==> src/hdl/epr_pkg.sv <==
// ----------------------------------------------------------------------------
// Endless potentiometer rotation decoder package
// Shared constants, register indices and the beat, configuration and command types of the decoder.
// ----------------------------------------------------------------------------
package epr_pkg;

	localparam int ADC_BITS  = 10;
	localparam int SAMPLE_W  = ADC_BITS;
	localparam int CFG10_W   = 10;
	localparam int CFG_W     = 16;
	localparam int CFG_IDX_W = 3;
	localparam int POS_W     = 16;
	localparam int CHANGE_W  = 14;
	localparam int ROT_W     = 2;
	localparam int DIV_W     = SAMPLE_W + 8;
	localparam int DIV_STEPS = DIV_W;
	localparam int CNT_W     = $clog2(DIV_STEPS);

	localparam logic [CHANGE_W-1:0] CHANGE_MAX = CHANGE_W'(16383);

	localparam logic [ROT_W-1:0] ROT_NONE = 2'd0;
	localparam logic [ROT_W-1:0] ROT_CW   = 2'd1;
	localparam logic [ROT_W-1:0] ROT_CCW  = 2'd2;

	localparam logic [CFG_IDX_W-1:0] REG_MOVE_THRESHOLD = 3'd0;
	localparam logic [CFG_IDX_W-1:0] REG_HALF_SCALE     = 3'd1;
	localparam logic [CFG_IDX_W-1:0] REG_SAFETY_MARGIN  = 3'd2;
	localparam logic [CFG_IDX_W-1:0] REG_LINEAR_LOW     = 3'd3;
	localparam logic [CFG_IDX_W-1:0] REG_LINEAR_HIGH    = 3'd4;
	localparam logic [CFG_IDX_W-1:0] REG_SENSITIVITY_Q8 = 3'd5;
	localparam logic [CFG_IDX_W-1:0] REG_VALUE_MIN      = 3'd6;
	localparam logic [CFG_IDX_W-1:0] REG_VALUE_MAX      = 3'd7;

	typedef struct packed {
		logic [SAMPLE_W-1:0] sample_a;
		logic [SAMPLE_W-1:0] sample_b;
	} in_t;

	typedef struct packed {
		logic signed [POS_W-1:0] position_value;
		logic [CHANGE_W-1:0]     step_change;
		logic [ROT_W-1:0]        rotation;
		logic                    moving;
	} out_t;

	typedef struct packed {
		logic [CFG10_W-1:0]      move_threshold;
		logic [CFG10_W-1:0]      half_scale;
		logic [CFG10_W-1:0]      safety_margin;
		logic [CFG10_W-1:0]      linear_low;
		logic [CFG10_W-1:0]      linear_high;
		logic [CFG_W-1:0]        sensitivity_q8;
		logic signed [POS_W-1:0] value_min;
		logic signed [POS_W-1:0] value_max;
	} cfg_t;

	typedef struct packed {
		logic load;
		logic decode;
		logic div_step;
		logic finish;
	} cmd_t;

	typedef struct packed {
		logic out_free;
	} sts_t;

endpackage

==> src/hdl/epr_cfg.sv <==
// ----------------------------------------------------------------------------
// Configuration register file
// Holds the eight decoder settings and takes writes by register index.
// ----------------------------------------------------------------------------
module epr_cfg (
	input  logic                     clk,
	input  logic                     arst_n,
	input  logic                     cfg_we,
	input  logic [epr_pkg::CFG_IDX_W-1:0] cfg_index,
	input  logic [epr_pkg::CFG_W-1:0]     cfg_data,
	output epr_pkg::cfg_t            cfg
);
	import epr_pkg::*;

	cfg_t cfg_q;

	always_ff @(posedge clk or negedge arst_n) begin
		if (!arst_n) begin
			cfg_q.move_threshold <= CFG10_W'(4);
			cfg_q.half_scale     <= CFG10_W'(512);
			cfg_q.safety_margin  <= CFG10_W'(64);
			cfg_q.linear_low     <= CFG10_W'(205);
			cfg_q.linear_high    <= CFG10_W'(818);
			cfg_q.sensitivity_q8 <= CFG_W'(256);
			cfg_q.value_min      <= POS_W'(0);
			cfg_q.value_max      <= POS_W'(1023);
		end else if (cfg_we) begin
			case (cfg_index)
				REG_MOVE_THRESHOLD: cfg_q.move_threshold <= cfg_data[CFG10_W-1:0];
				REG_HALF_SCALE:     cfg_q.half_scale     <= cfg_data[CFG10_W-1:0];
				REG_SAFETY_MARGIN:  cfg_q.safety_margin  <= cfg_data[CFG10_W-1:0];
				REG_LINEAR_LOW:     cfg_q.linear_low     <= cfg_data[CFG10_W-1:0];
				REG_LINEAR_HIGH:    cfg_q.linear_high    <= cfg_data[CFG10_W-1:0];
				REG_SENSITIVITY_Q8: cfg_q.sensitivity_q8 <= cfg_data;
				REG_VALUE_MIN:      cfg_q.value_min      <= signed'(cfg_data);
				REG_VALUE_MAX:      cfg_q.value_max      <= signed'(cfg_data);
				default: begin
				end
			endcase
		end
	end

	assign cfg = cfg_q;

endmodule

==> src/hdl/epr_ctrl.sv <==
// ----------------------------------------------------------------------------
// Decoder controller
// Sequences load, decode, the bit-serial division and the final update.
// ----------------------------------------------------------------------------
module epr_ctrl (
	input  logic          clk,
	input  logic          arst_n,
	input  logic          in_valid,
	output logic          in_ready,
	input  epr_pkg::sts_t sts,
	output epr_pkg::cmd_t cmd
);
	import epr_pkg::*;

	localparam logic [1:0] S_IDLE   = 2'd0;
	localparam logic [1:0] S_DECODE = 2'd1;
	localparam logic [1:0] S_DIV    = 2'd2;
	localparam logic [1:0] S_FINISH = 2'd3;

	localparam logic [CNT_W-1:0] DIV_LAST = CNT_W'(DIV_STEPS - 1);

	logic [1:0]       state_q;
	logic [1:0]       state_d;
	logic [CNT_W-1:0] cnt_q;

	always_comb begin
		state_d      = state_q;
		cmd          = '0;
		in_ready     = 1'b0;
		case (state_q)
			S_IDLE: begin
				in_ready = 1'b1;
				if (in_valid) begin
					cmd.load = 1'b1;
					state_d  = S_DECODE;
				end
			end
			S_DECODE: begin
				cmd.decode = 1'b1;
				state_d    = S_DIV;
			end
			S_DIV: begin
				cmd.div_step = 1'b1;
				if (cnt_q == DIV_LAST) begin
					state_d = S_FINISH;
				end
			end
			S_FINISH: begin
				if (sts.out_free) begin
					cmd.finish = 1'b1;
					state_d    = S_IDLE;
				end
			end
			default: begin
				state_d = S_IDLE;
			end
		endcase
	end

	always_ff @(posedge clk or negedge arst_n) begin
		if (!arst_n) begin
			state_q <= S_IDLE;
			cnt_q   <= '0;
		end else begin
			state_q <= state_d;
			if (cmd.div_step) begin
				cnt_q <= (cnt_q == DIV_LAST) ? '0 : cnt_q + CNT_W'(1);
			end
		end
	end

endmodule

==> src/hdl/epr_dp.sv <==
// ----------------------------------------------------------------------------
// Decoder datapath
// Direction decode, restoring divider, clamped accumulator and output register.
// ----------------------------------------------------------------------------
module epr_dp (
	input  logic          clk,
	input  logic          arst_n,
	input  epr_pkg::cfg_t cfg,
	input  epr_pkg::cmd_t cmd,
	output epr_pkg::sts_t sts,
	input  epr_pkg::in_t  in_data,
	output logic          out_valid,
	input  logic          out_ready,
	output epr_pkg::out_t out_data
);
	import epr_pkg::*;

	localparam int CMP_W = ((SAMPLE_W > CFG10_W) ? SAMPLE_W : CFG10_W) + 2;
	localparam int ACC_W = POS_W + 2;

	logic [SAMPLE_W-1:0]     a_q, b_q;
	logic [SAMPLE_W-1:0]     last_a_q, last_b_q;
	logic [ROT_W-1:0]        last_rot_q;
	logic signed [POS_W-1:0] acc_q;
	logic [ROT_W-1:0]        rot_q;
	logic [CFG_W-1:0]        rem_q;
	logic [DIV_W-1:0]        quo_q, dvd_q;
	logic                    out_valid_q;
	out_t                    out_q;

	logic [CMP_W-1:0] a_x, b_x, pa_x, pb_x, thr_x, half_x, mar_x, llo_x, lhi_x;
	logic             a_up, a_dn, b_up, b_dn, near, lin;
	logic [ROT_W-1:0] rot_d;
	logic [SAMPLE_W-1:0] mag_d;

	assign a_x    = CMP_W'(a_q);
	assign b_x    = CMP_W'(b_q);
	assign pa_x   = CMP_W'(last_a_q);
	assign pb_x   = CMP_W'(last_b_q);
	assign thr_x  = CMP_W'(cfg.move_threshold);
	assign half_x = CMP_W'(cfg.half_scale);
	assign mar_x  = CMP_W'(cfg.safety_margin);
	assign llo_x  = CMP_W'(cfg.linear_low);
	assign lhi_x  = CMP_W'(cfg.linear_high);

	assign a_up = a_x > pa_x + thr_x;
	assign a_dn = a_x + thr_x < pa_x;
	assign b_up = b_x > pb_x + thr_x;
	assign b_dn = b_x + thr_x < pb_x;
	assign near = (pb_x < mar_x) || (pb_x + mar_x > half_x);
	assign lin  = (a_x < lhi_x) && (a_x > llo_x);

	always_comb begin
		if (a_dn && b_dn) begin
			rot_d = (a_x > b_x) ? ROT_CW : ROT_CCW;
		end else if (a_up && b_up) begin
			rot_d = (a_x < b_x) ? ROT_CW : ROT_CCW;
		end else if (a_up && b_dn) begin
			if (a_x > half_x || b_x > half_x) begin
				rot_d = (pa_x < half_x && near) ? last_rot_q : ROT_CW;
			end else begin
				rot_d = ROT_CCW;
			end
		end else if (a_dn && b_up) begin
			if (a_x < half_x || b_x < half_x) begin
				rot_d = (pa_x > half_x && near) ? last_rot_q : ROT_CW;
			end else begin
				rot_d = ROT_CCW;
			end
		end else begin
			rot_d = ROT_NONE;
		end
	end

	always_comb begin
		if (lin) begin
			mag_d = (a_q >= last_a_q) ? a_q - last_a_q : last_a_q - a_q;
		end else begin
			mag_d = (b_q >= last_b_q) ? b_q - last_b_q : last_b_q - b_q;
		end
	end

	// One quotient bit per cycle, most significant first.
	logic [CFG_W:0] trial;
	logic           fits;

	assign trial = {rem_q, dvd_q[DIV_W-1]};
	assign fits  = trial >= {1'b0, cfg.sensitivity_q8};

	logic                    moving;
	logic [CHANGE_W-1:0]     chg;
	logic signed [ACC_W-1:0] acc_x, chg_x, sum_x, min_x, max_x;
	logic signed [POS_W-1:0] pos_d;

	assign moving = rot_q != ROT_NONE;

	always_comb begin
		if (!moving) begin
			chg = '0;
		end else if (quo_q > DIV_W'(CHANGE_MAX)) begin
			chg = CHANGE_MAX;
		end else begin
			chg = quo_q[CHANGE_W-1:0];
		end
	end

	assign acc_x = ACC_W'(acc_q);
	assign chg_x = signed'(ACC_W'(chg));
	assign min_x = ACC_W'(cfg.value_min);
	assign max_x = ACC_W'(cfg.value_max);

	always_comb begin
		case (rot_q)
			ROT_CW:  sum_x = acc_x + chg_x;
			ROT_CCW: sum_x = acc_x - chg_x;
			default: sum_x = acc_x;
		endcase
		if (!moving) begin
			pos_d = acc_q;
		end else if (sum_x < min_x) begin
			pos_d = cfg.value_min;
		end else if (sum_x > max_x) begin
			pos_d = cfg.value_max;
		end else begin
			pos_d = sum_x[POS_W-1:0];
		end
	end

	always_ff @(posedge clk) begin
		if (cmd.load) begin
			a_q <= in_data.sample_a;
			b_q <= in_data.sample_b;
		end
		if (cmd.decode) begin
			rot_q <= rot_d;
			rem_q <= '0;
			quo_q <= '0;
			dvd_q <= {mag_d, 8'b0};
		end else if (cmd.div_step) begin
			rem_q <= fits ? CFG_W'(trial - {1'b0, cfg.sensitivity_q8}) : trial[CFG_W-1:0];
			quo_q <= {quo_q[DIV_W-2:0], fits};
			dvd_q <= {dvd_q[DIV_W-2:0], 1'b0};
		end
		if (cmd.finish) begin
			out_q.position_value <= pos_d;
			out_q.step_change    <= chg;
			out_q.rotation       <= rot_q;
			out_q.moving         <= moving;
		end
	end

	always_ff @(posedge clk or negedge arst_n) begin
		if (!arst_n) begin
			last_a_q    <= '0;
			last_b_q    <= '0;
			last_rot_q  <= ROT_NONE;
			acc_q       <= '0;
			out_valid_q <= 1'b0;
		end else begin
			if (cmd.finish) begin
				last_a_q <= a_q;
				last_b_q <= b_q;
				acc_q    <= pos_d;
				if (moving) begin
					last_rot_q <= rot_q;
				end
				out_valid_q <= 1'b1;
			end else if (out_ready) begin
				out_valid_q <= 1'b0;
			end
		end
	end

	assign sts.out_free = !out_valid_q || out_ready;
	assign out_valid    = out_valid_q;
	assign out_data     = out_q;

endmodule

==> src/hdl/endless_pot_rotation_decoder_unit.sv <==
// ----------------------------------------------------------------------------
// Endless potentiometer rotation decoder
// Turns wiper sample pairs into rotation direction, step and clamped position.
//
// The input channel takes one beat per sample pair of wipers A and B; the
// output channel gives one beat per input beat with the position, the step
// applied, the rotation code and the moving flag. Both use valid and ready.
// An accepted beat is registered at the accepting edge, then passes through
// direction decode, the restoring divider that scales the step by the
// sensitivity, one bit per cycle, and the final update, which raises
// out_valid. One beat is in work at a time and the next can be taken in the
// cycle after the final update of the last. A finished result waits in the
// output register while the next beat is taken; if the receiver has not
// taken it when the next beat is done, the block holds before its final
// update until that register is free.
// Reset restores the register defaults and clears the previous samples, the
// last direction and the position. Configuration writes take effect at once
// and must be made only while the block is idle; it does not enforce this.
// ----------------------------------------------------------------------------
module endless_pot_rotation_decoder_unit (
	input  logic                          clk,
	input  logic                          arst_n,
	input  logic                          in_valid,
	output logic                          in_ready,
	input  epr_pkg::in_t                  in_data,
	output logic                          out_valid,
	input  logic                          out_ready,
	output epr_pkg::out_t                 out_data,
	input  logic                          cfg_we,
	input  logic [epr_pkg::CFG_IDX_W-1:0] cfg_index,
	input  logic [epr_pkg::CFG_W-1:0]     cfg_data
);
	import epr_pkg::*;

	cfg_t cfg;
	cmd_t cmd;
	sts_t sts;

	epr_cfg u_cfg (
		.clk       (clk),
		.arst_n    (arst_n),
		.cfg_we    (cfg_we),
		.cfg_index (cfg_index),
		.cfg_data  (cfg_data),
		.cfg       (cfg)
	);

	epr_ctrl u_ctrl (
		.clk      (clk),
		.arst_n   (arst_n),
		.in_valid (in_valid),
		.in_ready (in_ready),
		.sts      (sts),
		.cmd      (cmd)
	);

	epr_dp u_dp (
		.clk       (clk),
		.arst_n    (arst_n),
		.cfg       (cfg),
		.cmd       (cmd),
		.sts       (sts),
		.in_data   (in_data),
		.out_valid (out_valid),
		.out_ready (out_ready),
		.out_data  (out_data)
	);

endmodule
==> config.mk <==
export PLATFORM = sky130hd
export DESIGN_NAME = endless_pot_rotation_decoder_unit
export DESIGN_NICKNAME = d
export VERILOG_FILES = /design/src/hdl/epr_pkg.sv /design/src/hdl/epr_cfg.sv /design/src/hdl/epr_ctrl.sv /design/src/hdl/epr_dp.sv /design/src/hdl/endless_pot_rotation_decoder_unit.sv
export SDC_FILE = /design/constraint.sdc
export NUM_CORES = 1
export LEC_CHECK = 0
export BUFFER_PORTS_ARGS = -buffer_cell sky130_fd_sc_hd__buf_2
export CORE_UTILIZATION = 55
export CTS_BUF_LIST = sky130_fd_sc_hd__clkbuf_8
export CTS_CLUSTER_SIZE = 20
export DETAILED_ROUTE_END_ITERATION = 8
export PLACE_DENSITY = 0.72
export SYNTH_ARGS = -nofsm -noshare
export SYNTH_HDL_FRONTEND = slang
export SYNTH_SLANG_ARGS = --single-unit
==> constraint.sdc <==
create_clock -name clk -period 9.5 [get_ports clk]
set_clock_uncertainty 0.05 [all_clocks]
set_input_delay 1.425 -clock clk [delete_from_list [all_inputs] [get_ports clk]]
set_output_delay 1.425 -clock clk [all_outputs]
set_load 0.03 [all_outputs]
# ---- Word-level counts from Yosys, hierarchy flattened
# Index checks and enable logic that the tools add are counted.
# W data, S select, Z words.
dict set report word_totals {
  ff_bits 243
  in_bits 44
  output_inout_bits 35
  word_cells 139
}
dict set report classes {
  add_sub_neg 13
  n_lt_le_gt_ge 22
  n_eq_ne 16
  mux 36
  reduce_logical 27
}
# op n
set ops {}
lappend ops {{$mux W16} 4}
lappend ops {{$lt A10 B10 Y1} 6}
lappend ops {{$add A10 B10 Y11} 5}
lappend ops {{$gt A10 B10 Y1} 5}
lappend ops {{$sub A10 B10 Y10} 4}
lappend ops {{$mux W18} 2}
lappend ops {{$pmux W18 S2} 1}
lappend ops {{$mux W10} 3}
lappend ops {{$mux W14} 2}
lappend ops {{$mux W2} 13}
lappend ops {{$gt A10 B12 Y1} 2}
lappend ops {{$lt A12 B10 Y1} 2}
lappend ops {{$ge A10 B10 Y1} 2}
lappend ops {{$gt A18 B14 Y1 const B} 1}
lappend ops {{$gt A18 B16 Y1} 1}
lappend ops {{$lt A18 B16 Y1} 1}
lappend ops {{$reduce_and A2 Y1} 9}
lappend ops {{$add A16 B15 Y17} 1}
lappend ops {{$ge A17 B16 Y1} 1}
lappend ops {{$sub A16 B15 Y17} 1}
lappend ops {{$sub A16 B16 Y16} 1}
lappend ops {{$eq A3 B3 Y1 const B} 4}
lappend ops {{$gt A12 B10 Y1} 1}
lappend ops {{$mux W1} 9}
lappend ops {{other kinds (17)} 33}

# ---- Logic depth before layout (Yosys ltp)
# Gate-level depths: netlist (run 1).
dict set report depth {
  ltp_word 10
  depth_mapped 32
  ltp_nobuf 28
}

# ---- Hierarchy
# Synthesis (run 1) repeated with hierarchy kept, for this count alone.
dict set report hier_totals {
  cells_unflattened 1998
  area_unflattened_um2 19352.3
}
# mod instances cells_per_inst area_per_inst_um2 seq_area_each_um2
set by_module_without_submodules {}
lappend by_module_without_submodules {epr_dp 1 1739 14918.1 3608.5}
lappend by_module_without_submodules {epr_cfg 1 216 3978.8 2482.4}
lappend by_module_without_submodules {epr_ctrl 1 43 455.4 175.2}

# ---- Least setup slack after synthesis (run 1)
# Ideal clock, no wire load.
dict set report synth_path {
  path_kind {reg-to-reg}
  start {register u_dp.rot_q[0]}
  end {register u_dp.out_q, in the netlist u_dp.out_data[25] (data pin)}
  setup_time_ns 0.260
  t_arrival_ns 5.649
  t_required_ns 9.190
  setup_slack_ns 3.541
  stages_incl_launch_ff 29
  path_buffers 4
  period_less_slack_ns 5.959
  cell_sequence {edfxtp_1 inv_1 ha_1 buf_2 clkbuf_1 clkbuf_1 nor2_1 inv_1 ha_1 nor2b_2 a21oi_1 xnor2_1 ha_1 and3_1 nor2b_1 o21a_1 o31a_1 o211ai_1 a22oi_1 or4_1 ha_1 nor3b_1 o21ai_1 o31ai_2 clkbuf_1 nor2_1 a21oi_1 o21ai_1 mux2_2}
}
dict set report synth_between {
  elab_chain_cells 8
  elab_cells_between_ends 12
  cone_classes {add/sub (2); order compare (2); eq/ne (2); mux (5); reduce/logical (1)}
}
# element line
set synth_lines {}
lappend synth_lines {{start, declared} epr_dp.sv:25} ;# logic [ROT_W-1:0] rot_q;
lappend synth_lines {{start signal, assigned} epr_dp.sv:135} ;# rot_q <= rot_d;
lappend synth_lines {{$reduce_bool A2 Y1 *} epr_dp.sv:95} ;# assign moving = rot_q != ROT_NONE;
lappend synth_lines {{$mux W14 *} epr_dp.sv:98} ;# if (!moving) begin
lappend synth_lines {{named net u_dp.chg[0]} epr_dp.sv:91} ;# logic [CHANGE_W-1:0] chg;
lappend synth_lines {{$sub A16 B15 Y17 / $add A16 B15 Y17 (equally long branches)} {epr_dp.sv:115, epr_dp.sv:114}}
lappend synth_lines {{$pmux W18 S2 *} epr_dp.sv:113} ;# case (rot_q)
lappend synth_lines {{$gt A18 B16 Y1} epr_dp.sv:122} ;# end else if (sum_x > max_x) begin
lappend synth_lines {{$mux W16} epr_dp.sv:122}
lappend synth_lines {{$mux W16 *} epr_dp.sv:120} ;# end else if (sum_x < min_x) begin
lappend synth_lines {{$mux W16 *} epr_dp.sv:118} ;# if (!moving) begin
lappend synth_lines {{named net u_dp.pos_d[8]} epr_dp.sv:93} ;# logic signed [POS_W-1:0] pos_d;
lappend synth_lines {{end, declared} epr_dp.sv:29} ;# out_t out_q;
# Mark *: on every way through the listed nets, which the timed path passes. The rest lies on a longest branch.
# A chain may end at the register's enable or synchronous reset.

# ---- Final worst setup path (run 1)
dict set report layout_path {
  start {register u_dp.rot_q[1]}
  end {register u_dp.out_q, in the netlist u_dp.out_data[22] (data pin)}
}
dict set report layout_between {
  elab_chain_cells 8
  elab_cells_between_ends 12
  cone_classes {add/sub (2); order compare (2); eq/ne (2); mux (5); reduce/logical (1)}
}
# element line
set layout_lines {}
lappend layout_lines {{$reduce_bool A2 Y1} epr_dp.sv:95}
lappend layout_lines {{$mux W14} epr_dp.sv:98}
lappend layout_lines {{$sub A16 B15 Y17 / $add A16 B15 Y17 (equally long branches)} {epr_dp.sv:115, epr_dp.sv:114}}
lappend layout_lines {{$pmux W18 S2} epr_dp.sv:113}
lappend layout_lines {{$gt A18 B16 Y1} epr_dp.sv:122}
lappend layout_lines {{$mux W16} epr_dp.sv:122}
lappend layout_lines {{$mux W16} epr_dp.sv:120}
lappend layout_lines {{$mux W16 *} epr_dp.sv:118}
lappend layout_lines {{named net u_dp.pos_d[5]} epr_dp.sv:93}
# Marks and branches as above.

==> reports/metrics.yaml, run 1 <==
setup_path:
  worst_setup_path_start_kind: "register"
  critPathCaptureType: "register"
  path_cells: "inv_1 -> ha_1 -> inv_1 -> nand2_1 -> a21oi_1 -> xnor2_1 -> ha_1 -> a21o_1 -> a21oi_1 -> o21ai_1 -> o31a_1 -> o211ai_1 -> a22oi_1 -> or4_1 -> ha_1 -> nor3b_1 -> o21ai_1 -> o31ai_2 -> buf_4 -> nor2_1 -> a21oi_1 -> o21ai_1 -> mux2_2"
  critical_path.top_delay_family: "compound AO/OA/AOI/OAI gates"
  path_max_fanout: 25
  r2r_cells: 23
  critical_path_buf_inv_count: 3
  crit_type: "reg -> reg"
  cp.required_ns: 9.77
  cp.arrival_ns: 7.48
  crit_slowest_cell: "ha_1"
  critPathMaxStageDelay_ns: 0.81
  r2r_start: "u_dp.rot_q[1]"
  r2r-end: "u_dp.out_data[22]"
  regToRegSetupSlack_ns: 2.29
synthesis:
  synthArstFlopShare_pct: 59.3
  synth_area_leaders: "ha_1 (19%), dfrtp_1 (16%), edfxtp_1 (10%)"
  synth_top_cell_by_area: "ha_1"
  synth-seq-cells: 243
  yosys-top-cells-count: "ha_1 (279), inv_1 (183), a21oi_1 (148)"
  synth-edff-count: 65
  yosys.area.top_type_share_pct: 18.7
  avgSynthCellArea_um2: 9.45
  synth-warning-count: 0
  syn_area_um2: 18700
  synth_cell_types: 83
  yosysMostFrequentCell: "ha_1"
  syn_nets: 2309
  syn_inst: 1975
  ys_seq_area_share_pct: 33.6
  ys.flop_type: "dfrtp_1"
clock_tree:
  post_cts_resize_count: 0
  cts_root_buf: "clkbuf_8"
  cts_hold_buf: 0
  h-tree-depth: 2
  cts_buffer_depth: 3
  post_cts_buffers: 0
  clock_latency_ns: 0.59
  tritoncts: "built"
  cts_made_buffers: 43
  cts.clk_slew.worst_paths_ns: 0.06
  cts_sinks: 243
worst_hold_path:
  min_path_cells: 0
  min_to: "u_dp.out_data[1]"
  min_from: "u_dp.rot_q[0]"
  hp-class: "reg -> reg"
floorplanning:
  die_y_um: 186
  start_util_pct: 55.8
  num_rows: 67
  pin_count: 79
  core_um2: 33400
  die-width_um: 186
  dieArea_um2: 34700
place:
  pre_cts_slack_ns: 2.41
  io_buffer_count: 78
  hpwl_mm: 36.0
  post_dp_cell_area_um2: 19500
  gp_congestion: 0.924
timing:
  finalHoldViolCount: 0
  worst_pin_slew_ns: 1.18
  period_share_pct: 75.9
  rsz0062_at_grt: "no"
  fin_tns_setup_ns: 0
  fin_crit_ns: 7.21
  finalWorstSetupSlack_ns: 2.29
  finalMaxSlewViolations: 0
  slew_headroom_pct: 20.7
  max_freq_ghz: 0.139
  finalSetupViolations: 0
detailed_routing:
  drt_wl_total_mm: 47.6
  post-route-drc-count: 0
  wl_per_cell_um: 18.8
  via_per_inst: 5.88
  first_pass_iters: 5
  antenna_left: 0
  drt-initial-drc-count: 889
  dr_total_vias: 14926
finish:
  area_growth_pct: 9.39
  antenna_cells: 0
  nNetsFinal: 2391
  design_area_um2: 20400
  drive_above_1_share_pct: 14.8
grt:
  groute.usage.overall_pct: 28.4
  grt_pass1_wl_mm: 76.3
  antenna_found_initial: 0
  grt_max_degree: 81
  grt-ovfl-total: 0
  grt_pass1_vias: 14674
run_status:
  status: "completed"
run:
  cap_violations: 0
## worst max path at each step
stage	start	to	slack, ns	cells past startpoint
5_1_grt	u_dp.rot_q[0]	u_dp.out_data[18]	1.81	23
6_report	u_dp.rot_q[1]	u_dp.out_data[22]	2.29	23
3_5_place_dp	u_dp.rot_q[1]	u_dp.out_data[18]	2.41	23
2_1_floorplan	u_dp.rot_q[0]	u_dp.out_data[25]	3.54	28
3_3_place_gp	u_dp.rot_q[1]	u_dp.out_data[18]	2.61	23
4_1_cts	u_dp.rot_q[1]	u_dp.out_data[18]	2.40	23
## cell families (layout without fill, tap and decap cells)
| group | count (synthesis) | after routing | share of synthesized area (%) |
|---|---|---|---|
| AO/OA/AOI/OAI | 500 | 500 | 16.8 |
| XOR/XNOR | 85 | 85 | 3.99 |
| adder cells (fa/ha/maj) | 290 | 290 | 19.9 |
| buffers and inverters | 240 | 357 | 4.93 |
| flip-flops | 243 | 243 | 33.6 |
| multiplexers | 143 | 143 | 8.39 |
| AND/OR/NAND/NOR | 474 | 474 | 12.4 |
## registers in the layout, indices dropped and copies added, names as in the netlist
register and count:
u_cfg.cfg 98, u_dp.last_rot_q 2, u_dp.a_q 10, u_ctrl.cnt_q 5, u_dp.last_b_q 10, u_ctrl.state_q 2, u_dp.rot_q 2, u_dp.rem_q 16
u_dp.quo_q 18, u_dp.acc_q 16, u_dp.b_q 10, u_dp.dvd_q 10, u_dp.last_a_q 10, u_dp.out_data 33, u_dp.out_valid 1
## per-stage QoR
| step | utilization [%] | hold WS [ns] | instances |
|---|---|---|---|
| finish | 61.0 | 0.414 | 2540 |
| global route | 61.0 | 0.440 | 2540 |
| CTS | 61.0 | 0.413 | 2540 |
| detailed placement | 58.4 | 0.388 | 2460 |
| global placement | 58.4 | 0.383 | 2460 |
| floorplan | - | 0.376 | 1975 |
## per-layer routing
layer | vias up | global-route usage (%) | share of wire [%]
li1 | 7254 | - | -
met1 | 7110 | 35.5 | 43
met2 | 431 | 49.1 | 48
met3 | 131 | 4.05 | 4.8
met4 | 0 | 11.7 | 3.8
met5 | - | 0 | 0
## worst register-to-register path, stage by stage (launching register included)
cell and delay [ns]:
edfxtp_1 0.41, inv_1 0.10, ha_1 0.81, inv_1 0.72, nand2_1 0.32, a21oi_1 0.11, xnor2_1 0.17, ha_1 0.34
a21o_1 0.18, a21oi_1 0.18, o21ai_1 0.14, o31a_1 0.35, o211ai_1 0.22, a22oi_1 0.11, or4_1 0.59, ha_1 0.35
nor3b_1 0.17, o21ai_1 0.10, o31ai_2 0.62, buf_4 0.34, nor2_1 0.06, a21oi_1 0.14, o21ai_1 0.10, mux2_2 0.27
## cell type report
class                      instances  area [µm²]
clock inverter                    24         116
inverter                         185         694
clock buffer                      56         771
timing repair buffer              92         502
fill                            2828       13000
multi-input combinational       1492       11500
tap                              448         561
sequential                       243        6270
## layout by cell type, fill, tap and decap left out, drive strengths merged, types with 29 or more instances in the layout
| master | netlist | layout |
|---|---|---|
| edfxtp | 65 | 65 |
| ha | 279 | 279 |
| nand4 | 32 | 32 |
| nand2 | 128 | 128 |
| buf | 10 | 92 |
| mux2i | 36 | 36 |
| a21o | 47 | 47 |
| dfxtp | 34 | 34 |
| dfrtp | 120 | 120 |
| inv | 184 | 203 |
| xnor2 | 62 | 62 |
| nor3 | 32 | 32 |
| a21oi | 149 | 149 |
| a211oi | 29 | 29 |
| mux2 | 107 | 107 |
| clkbuf | 45 | 56 |
| o21ai | 138 | 138 |
| nor2 | 149 | 149 |
| nor2b | 38 | 38 |
Power of run 1 is left out: the tool's default activity adds up to more than one toggle a clock period on the data nets, which glitch-free logic cannot reach.
==> run 2: changes to the inputs <==
--- a/config.mk
+++ b/config.mk
@@ -10,7 +10,7 @@
 export CTS_BUF_LIST = sky130_fd_sc_hd__clkbuf_8
 export CTS_CLUSTER_SIZE = 20
 export DETAILED_ROUTE_END_ITERATION = 8
-export PLACE_DENSITY = 0.72
+export PLACE_DENSITY = 0.75
 export SYNTH_ARGS = -nofsm -noshare
 export SYNTH_HDL_FRONTEND = slang
 export SYNTH_SLANG_ARGS = --single-unit
==> constraint.sdc (replaced) <==
create_clock -name clk -period 6.4 [get_ports clk]
set_clock_uncertainty 0.05 [all_clocks]
set_input_delay 0.96 -clock clk [delete_from_list [all_inputs] [get_ports clk]]
set_output_delay 0.96 -clock clk [all_outputs]
set_load 0.03 [all_outputs]
==> run 2 against run 1 <==
Global-route usage is 0.65 points higher. Register-to-register slack worse by 1.9 ns. Sequential share of layout area is 0.17 points lower. Die area stayed put. Cell area is 0.55% higher. Cell count is 0.55% higher. Sequential cell count stayed put. Critical endpoint is now u_dp.out_data[24]. Highest routed layer is now met5.
==> reports/metrics.yaml, run 2 (synthesized netlist as in run 1, its figures left out) <==
run_status:
  status: "completed"
detailed_routing:
  wl_per_cell_um: 19.0  # +1.3%
  via_per_inst: 5.88  # +0.14%
  drt-initial-drc-count: 920  # +3.5%
  post-route-drc-count: 0  # unchanged
  first_pass_iters: 6  # +1
  antenna_left: 0  # unchanged
  drt_wl_total_mm: 48.5  # +1.8%
  dr_total_vias: 15030  # +0.70%
timing:
  max_freq_ghz: 0.165  # +19%
  finalSetupViolations: 0  # unchanged
  period_share_pct: 94.6  # +19 points
  worst_pin_slew_ns: 1.22  # +0.0348 ns
  slew_headroom_pct: 18.4  # -2.3 points
  fin_crit_ns: 6.06  # -1.15 ns
  finalMaxSlewViolations: 0  # unchanged
  finalHoldViolCount: 0  # unchanged
finish:
  layout_commonest_cell: "ha_1"
  area_growth_pct: 9.99
  largest_register_ffs: 98  # unchanged
  multi_input_area_um2: 11500  # about the same
  fin_util_pct: 61.4  # +0.34 points
  final_cell_mix: "ha_1 (277), inv_1 (195), a21oi_1 (148), nor2_1 (145), nand2_1 (128)"
  drive_above_1_share_pct: 15.2  # +0.43 points
  regArea_um2: 6270  # unchanged
  n_fill_cell: 2784  # -1.6%
  nNetsFinal: 2402  # +0.46%
floorplanning:
  die-width_um: 186  # unchanged
  num_rows: 67  # unchanged
  dieArea_um2: 34700  # unchanged
  start_util_pct: 55.8  # unchanged
  core_um2: 33400  # unchanged
  pin_count: 79  # unchanged
  die_y_um: 186  # unchanged
setup_path:
  cp.required_ns: 6.68  # -3.09 ns
  worst_setup_path_start_kind: "register"
  r2r_cells: 24  # +4.3%
  path_max_fanout: 13  # -48%
  cp.arrival_ns: 6.34  # -1.14 ns
  crit_type: "reg -> reg"
  critPathCaptureType: "register"
clock_tree:
  cts_sinks: 243  # unchanged
  clock_latency_ns: 0.59  # about the same
  cts_root_buf: "clkbuf_8"
  cts_made_buffers: 45  # +4.7%
  h-tree-depth: 2  # unchanged
  cts_buffer_depth: 3  # unchanged
  cts.clk_slew.worst_paths_ns: 0.06  # about the same
  tritoncts: "built"
grt:
  antenna_found_initial: 1  # +1
  grt_pass1_wl_mm: 77.7  # +1.9%
  groute.usage.overall_pct: 29.0  # +0.65 points
  grt-ovfl-total: 0  # unchanged
  grt_pass1_vias: 14947  # +1.9%
  grt_max_degree: 78  # -3.7%
run:
  cap_violations: 0  # unchanged
worst_hold_path:
  hp-class: "in -> async"
place:
  hpwl_mm: 36.4  # +1.2%
  gp_congestion: 0.964  # +4.3%
  io_buffer_count: 78  # unchanged
## run 2: cell count changes in the layout (fill, tap and decap cells not counted), moves of 2 or more
cell,delta
inv_1,-5
clkinvlp_4,-2
clkbuf_8,-7
bufinv_16,+3
clkinv_2,+7
clkinv_1,+7
buf_4,+8
## run 2: stage by stage
stage               instances  setup WS, ns  hold slack (ns)  instance area (µm²)  setup TNS, ns
floorplan                1975         0.441            0.376                18700              0
global placement         2464         0.526            0.384                19600              0
detailed placement       2464         0.256            0.395                19600              0
CTS                      2548         0.216            0.371                20500              0
global route             2553      -0.00844            0.386                20500        -0.0105
finish                   2554         0.345            0.329                20500              0
## run 2: area by class of cell
| cell class | instances | share of cell area (%) |
|---|---|---|
| diodes | 1 | 0.0122 |
| clock buffers | 49 | 3.29 |
| clock inverters | 35 | 1.17 |
| inverters | 185 | 3.38 |
| multi-input cells | 1492 | 56.1 |
| flip-flops and latches | 243 | 30.5 |
| well taps | 448 | 2.73 |
| repair buffers | 101 | 2.79 |
## run 2: layer usage
layer	share of wire [%]	GRT usage, %	wire length (µm)	vias up
met3	5.4	4.77	2620	164
met2	47	49.6	23000	424
li1	-	-	-	7268
met5	0.021	0	10	-
met1	42	34.9	20300	7172
met4	5.3	16.2	2590	2
## run 2: repair_timing
item                                    CTS  global route
endpoints found under the setup margin    0            26
setup buffers                             0             5
resized for setup                         0             3
hold buffers                              0             0
## run 2: path summary, 6_finish.rpt
| check | from | endpoint | slack [ns] |
|---|---|---|---|
| worst max register to register | u_dp.quo_q[14] | u_dp.out_data[24] | 0.34 |
| worst min-delay path | arst_n | u_cfg.cfg[28] | 0.33 |
| worst min register to register | u_dp.rot_q[0] | u_dp.out_data[1] | 0.39 |
| worst max-delay path | u_dp.quo_q[14] | u_dp.out_data[24] | 0.34 |
| min in group clk | u_dp.rot_q[0] | u_dp.out_data[1] | 0.39 |
| max in group asynchronous | arst_n | u_dp.last_a_q[4] | 4.52 |
## run 2: worst max-delay path: stages, from the launching register on
cell and delay, ns:
dfxtp_1 0.32, or4_4 0.64, nor2_1 0.14, nor2_1 0.07
inv_1 0.06, ha_1 0.18, nor2b_2 0.26, a21oi_1 0.12
xnor2_1 0.16, ha_1 0.34, and3_1 0.21, nor2b_1 0.16
o21a_1 0.13, o31a_1 0.29, o211ai_1 0.25, a22oi_1 0.14
or4_1 0.57, ha_1 0.34, nor3b_1 0.18, o21ai_1 0.13
o31ai_4 0.26, inv_2 0.14, a211oi_1 0.26, o31ai_1 0.13
mux2_2 0.28
Power of run 2 is left out for the same reason.
==> run 3: changes to the inputs <==
--- a/config.mk
+++ b/config.mk
@@ -8,9 +8,9 @@
 export BUFFER_PORTS_ARGS = -buffer_cell sky130_fd_sc_hd__buf_2
 export CORE_UTILIZATION = 55
 export CTS_BUF_LIST = sky130_fd_sc_hd__clkbuf_8
-export CTS_CLUSTER_SIZE = 20
 export DETAILED_ROUTE_END_ITERATION = 8
 export PLACE_DENSITY = 0.75
 export SYNTH_ARGS = -nofsm -noshare
 export SYNTH_HDL_FRONTEND = slang
+export SYNTH_HIERARCHICAL = 1
 export SYNTH_SLANG_ARGS = --single-unit
==> run 3 against run 2 <==
Critical path depth grew 1. Cell count is 1.1% higher. Clock-buffer cell count rose by 7. Sequential share of layout area decreased by 0.93 points. Worst setup slack lost 0.17 ns. Critical endpoint is now u_dp/out_data[17]. Highest routed layer is now met4.
==> reports/metrics.yaml, run 3 <==
place:
  gp_congestion: 0.936  # -3.0%
  hpwl_mm: 38.1  # +4.5%
  dpl.cell_count: 2496  # +1.3%
  io_buffer_count: 78  # unchanged
  pre_cts_slack_ns: 0.0258  # -0.230 ns
setup_path:
  r2r_cells: 25  # +4.2%
  critPathCapture: "u_dp/out_data[17]"
  crit_type: "reg -> reg"
  crit_start: "u_dp/quo_q[17]"
  regToRegSetupSlack_ns: 0.17  # -0.17 ns
  cpMostUsedCell: "ha_1"
  crit_slowest_cell: "or4_4"
  critPathMaxStageDelay_ns: 0.54  # -0.10 ns
  r2r-end: "u_dp/out_data[17]"
  critPathCaptureType: "register"
  cp.arrival_ns: 6.55  # +0.21 ns
  path_max_fanout: 5  # -8
  worst_setup_path_start_kind: "register"
  cp.required_ns: 6.72  # +0.04 ns
  r2r_start: "u_dp/quo_q[17]"
timing:
  finalWorstSetupSlack_ns: 0.171  # -0.174 ns
  finalSetupViolations: 0  # unchanged
  worst_pin_slew_ns: 1.04  # -0.183 ns
  slew_headroom_pct: 31.0  # +13 points
  finalHoldViolCount: 0  # unchanged
  period_share_pct: 97.3  # +2.7 points
  fin_crit_ns: 6.23  # +0.174 ns
  max_freq_ghz: 0.161  # -2.8%
  finalMaxSlewViolations: 0  # unchanged
floorplanning:
  dieArea_um2: 35900  # +3.7%
  core_um2: 34500  # +3.3%
  num_rows: 68  # +1.5%
  pin_count: 79  # unchanged
  die_y_um: 190  # +1.8%
  die-width_um: 190  # +1.8%
  start_util_pct: 56.0  # +0.23 points
synthesis:
  synth-seq-cells: 243  # unchanged
  syn_area_um2: 19400  # +3.7%
  avgSynthCellArea_um2: 9.69  # +2.5%
  syn_inst: 1998  # +1.2%
  synthArstFlopShare_pct: 59.3  # unchanged
  ys_seq_area_share_pct: 32.4  # -1.2 points
  yosys.area.top_type_share_pct: 18.1  # -0.60 points
  synth_top_cell_by_area: "ha_1"
  syn_nets: 2333  # +1.0%
  yosys-top-cells-count: "ha_1 (280), inv_1 (188), nor2_1 (141)"
  ys.flop_type: "dfrtp_1"
  synth-edff-count: 65  # unchanged
  synth-warning-count: 6  # +6
  synth_cell_types: 95  # +14%
  synth_area_leaders: "ha_1 (18%), dfrtp_1 (16%), edfxtp_1 (10%)"
  yosysMostFrequentCell: "ha_1"
clock_tree:
  clock_latency_ns: 0.62  # +0.03 ns
  cts.clk_slew.worst_paths_ns: 0.06  # about the same
  cts_hold_buf: 0  # unchanged
  tritoncts: "built"
  cts_made_buffers: 44  # -2.2%
  cts_root_buf: "clkbuf_8"
  cts_buffer_depth: 3  # unchanged
  h-tree-depth: 2  # unchanged
  cts_sinks: 243  # unchanged
detailed_routing:
  antenna_left: 0  # unchanged
  drt_wl_total_mm: 50.5  # +4.2%
  drt-initial-drc-count: 912  # -0.87%
  first_pass_iters: 5  # -1
  post-route-drc-count: 0  # unchanged
  dr_total_vias: 15466  # +2.9%
  wl_per_cell_um: 19.6  # +3.1%
  via_per_inst: 5.99  # +1.8%
run:
  cap_violations: 0  # unchanged
finish:
  nNetsFinal: 2425  # +0.96%
  area_growth_pct: 9.41
  layout_commonest_cell: "ha_1"
  multi_input_area_um2: 12100  # +4.9%
  largest_register_ffs: 98  # unchanged
  fin_cells: 2581  # +1.1%
  final_cell_mix: "ha_1 (278), inv_1 (204), nor2_1 (141), nand2_1 (133), o21ai_0 (123)"
  fin_util_pct: 61.3  # -0.069 points
  antenna_cells: 0  # -1
  regArea_um2: 6270  # unchanged
  drive_above_1_share_pct: 16.9  # +1.7 points
  n_fill_cell: 2944  # +5.7%
grt:
  antenna_found_initial: 1  # unchanged
  grt-ovfl-total: 0  # unchanged
  groute.usage.overall_pct: 28.3  # -0.69 points
  grt_pass1_vias: 15065  # +0.79%
  grt_pass1_wl_mm: 80.0  # +2.9%
  grt_max_degree: 95  # +22%
worst_hold_path:
  hp-class: "in -> async"
run_status:
  status: "completed"
run 3: area by class of cell:
class,instances,share of cell area (%)
Tap cell,455,2.69
Multi-Input combinational cell,1510,57.0
Timing Repair Buffer,100,2.71
Inverter,191,3.39
Clock inverter,26,0.957
Sequential cell,243,29.6
Clock buffer,56,3.64
run 3: metrics by stage:
step	instance area, µm²	setup TNS, ns	hold WS (ns)
4_1_cts	21100	0	0.408
2_1_floorplan	19400	0	0.376
3_5_place_dp	20100	0	0.394
6_report	21200	0	0.403
3_3_place_gp	20100	0	0.382
5_1_grt	21200	-0.153	0.412
run 3: how the worst min path moves through the flow:
stage / endpoint / slack (ns)
after floorplan: u_dp/out_data[1] / 0.38
after global placement: u_dp/out_data[1] / 0.38
after detailed placement: u_dp/out_data[1] / 0.39
after CTS: u_cfg/cfg[66] / 0.41
after global routing: u_dp/out_data[1] / 0.41
final: u_cfg/cfg[55] / 0.40
run 3: cell families (layout without fill, tap and decap cells):
| logic type | count (synthesis) | count (layout) | synth area share (%) |
|---|---|---|---|
| and+or+nand+nor | 473 | 473 | 12.4 |
| DFF | 243 | 243 | 32.4 |
| xor gates and xnor gates | 79 | 79 | 3.58 |
| buffers and inverters | 245 | 373 | 5.42 |
| adders and majority gates | 291 | 291 | 19.2 |
| AOI/OAI and AO/OA | 495 | 495 | 16.7 |
| muxes | 172 | 172 | 10.3 |
run 3: what timing repair did:
| item | in CTS | in global routing |
|---|---|---|
| pin swaps | 0 | 1 |
| endpoints found under the setup margin | 1 | 32 |
| buffers inserted | 0 | 1 |
| gates cloned | 0 | 2 |
| endpoints found under the hold margin | 0 | 0 |
| resized for setup | 1 | 6 |
run 3: per-layer routing:
layer  part of all wire (%)  GRT usage, %  wire [µm]
met1                     44          37.1      22200
met5                      0             0          0
met2                     47          46.9      23700
met4                    3.9          12.5       1970
met3                    5.2          3.62       2630
run 3: critical path, delay by kind of cell, from the launching register on:
family | cells | cell delay, ns
compound gates | 12 | 2.42
simple gates | 5 | 1.46
fa+ha+maj | 3 | 0.63
mux | 2 | 0.62
xor+xnor | 2 | 0.32
flops | 1 | 0.31
buf+inv | 1 | 0.19
Power of run 3 is left out for the same reason.
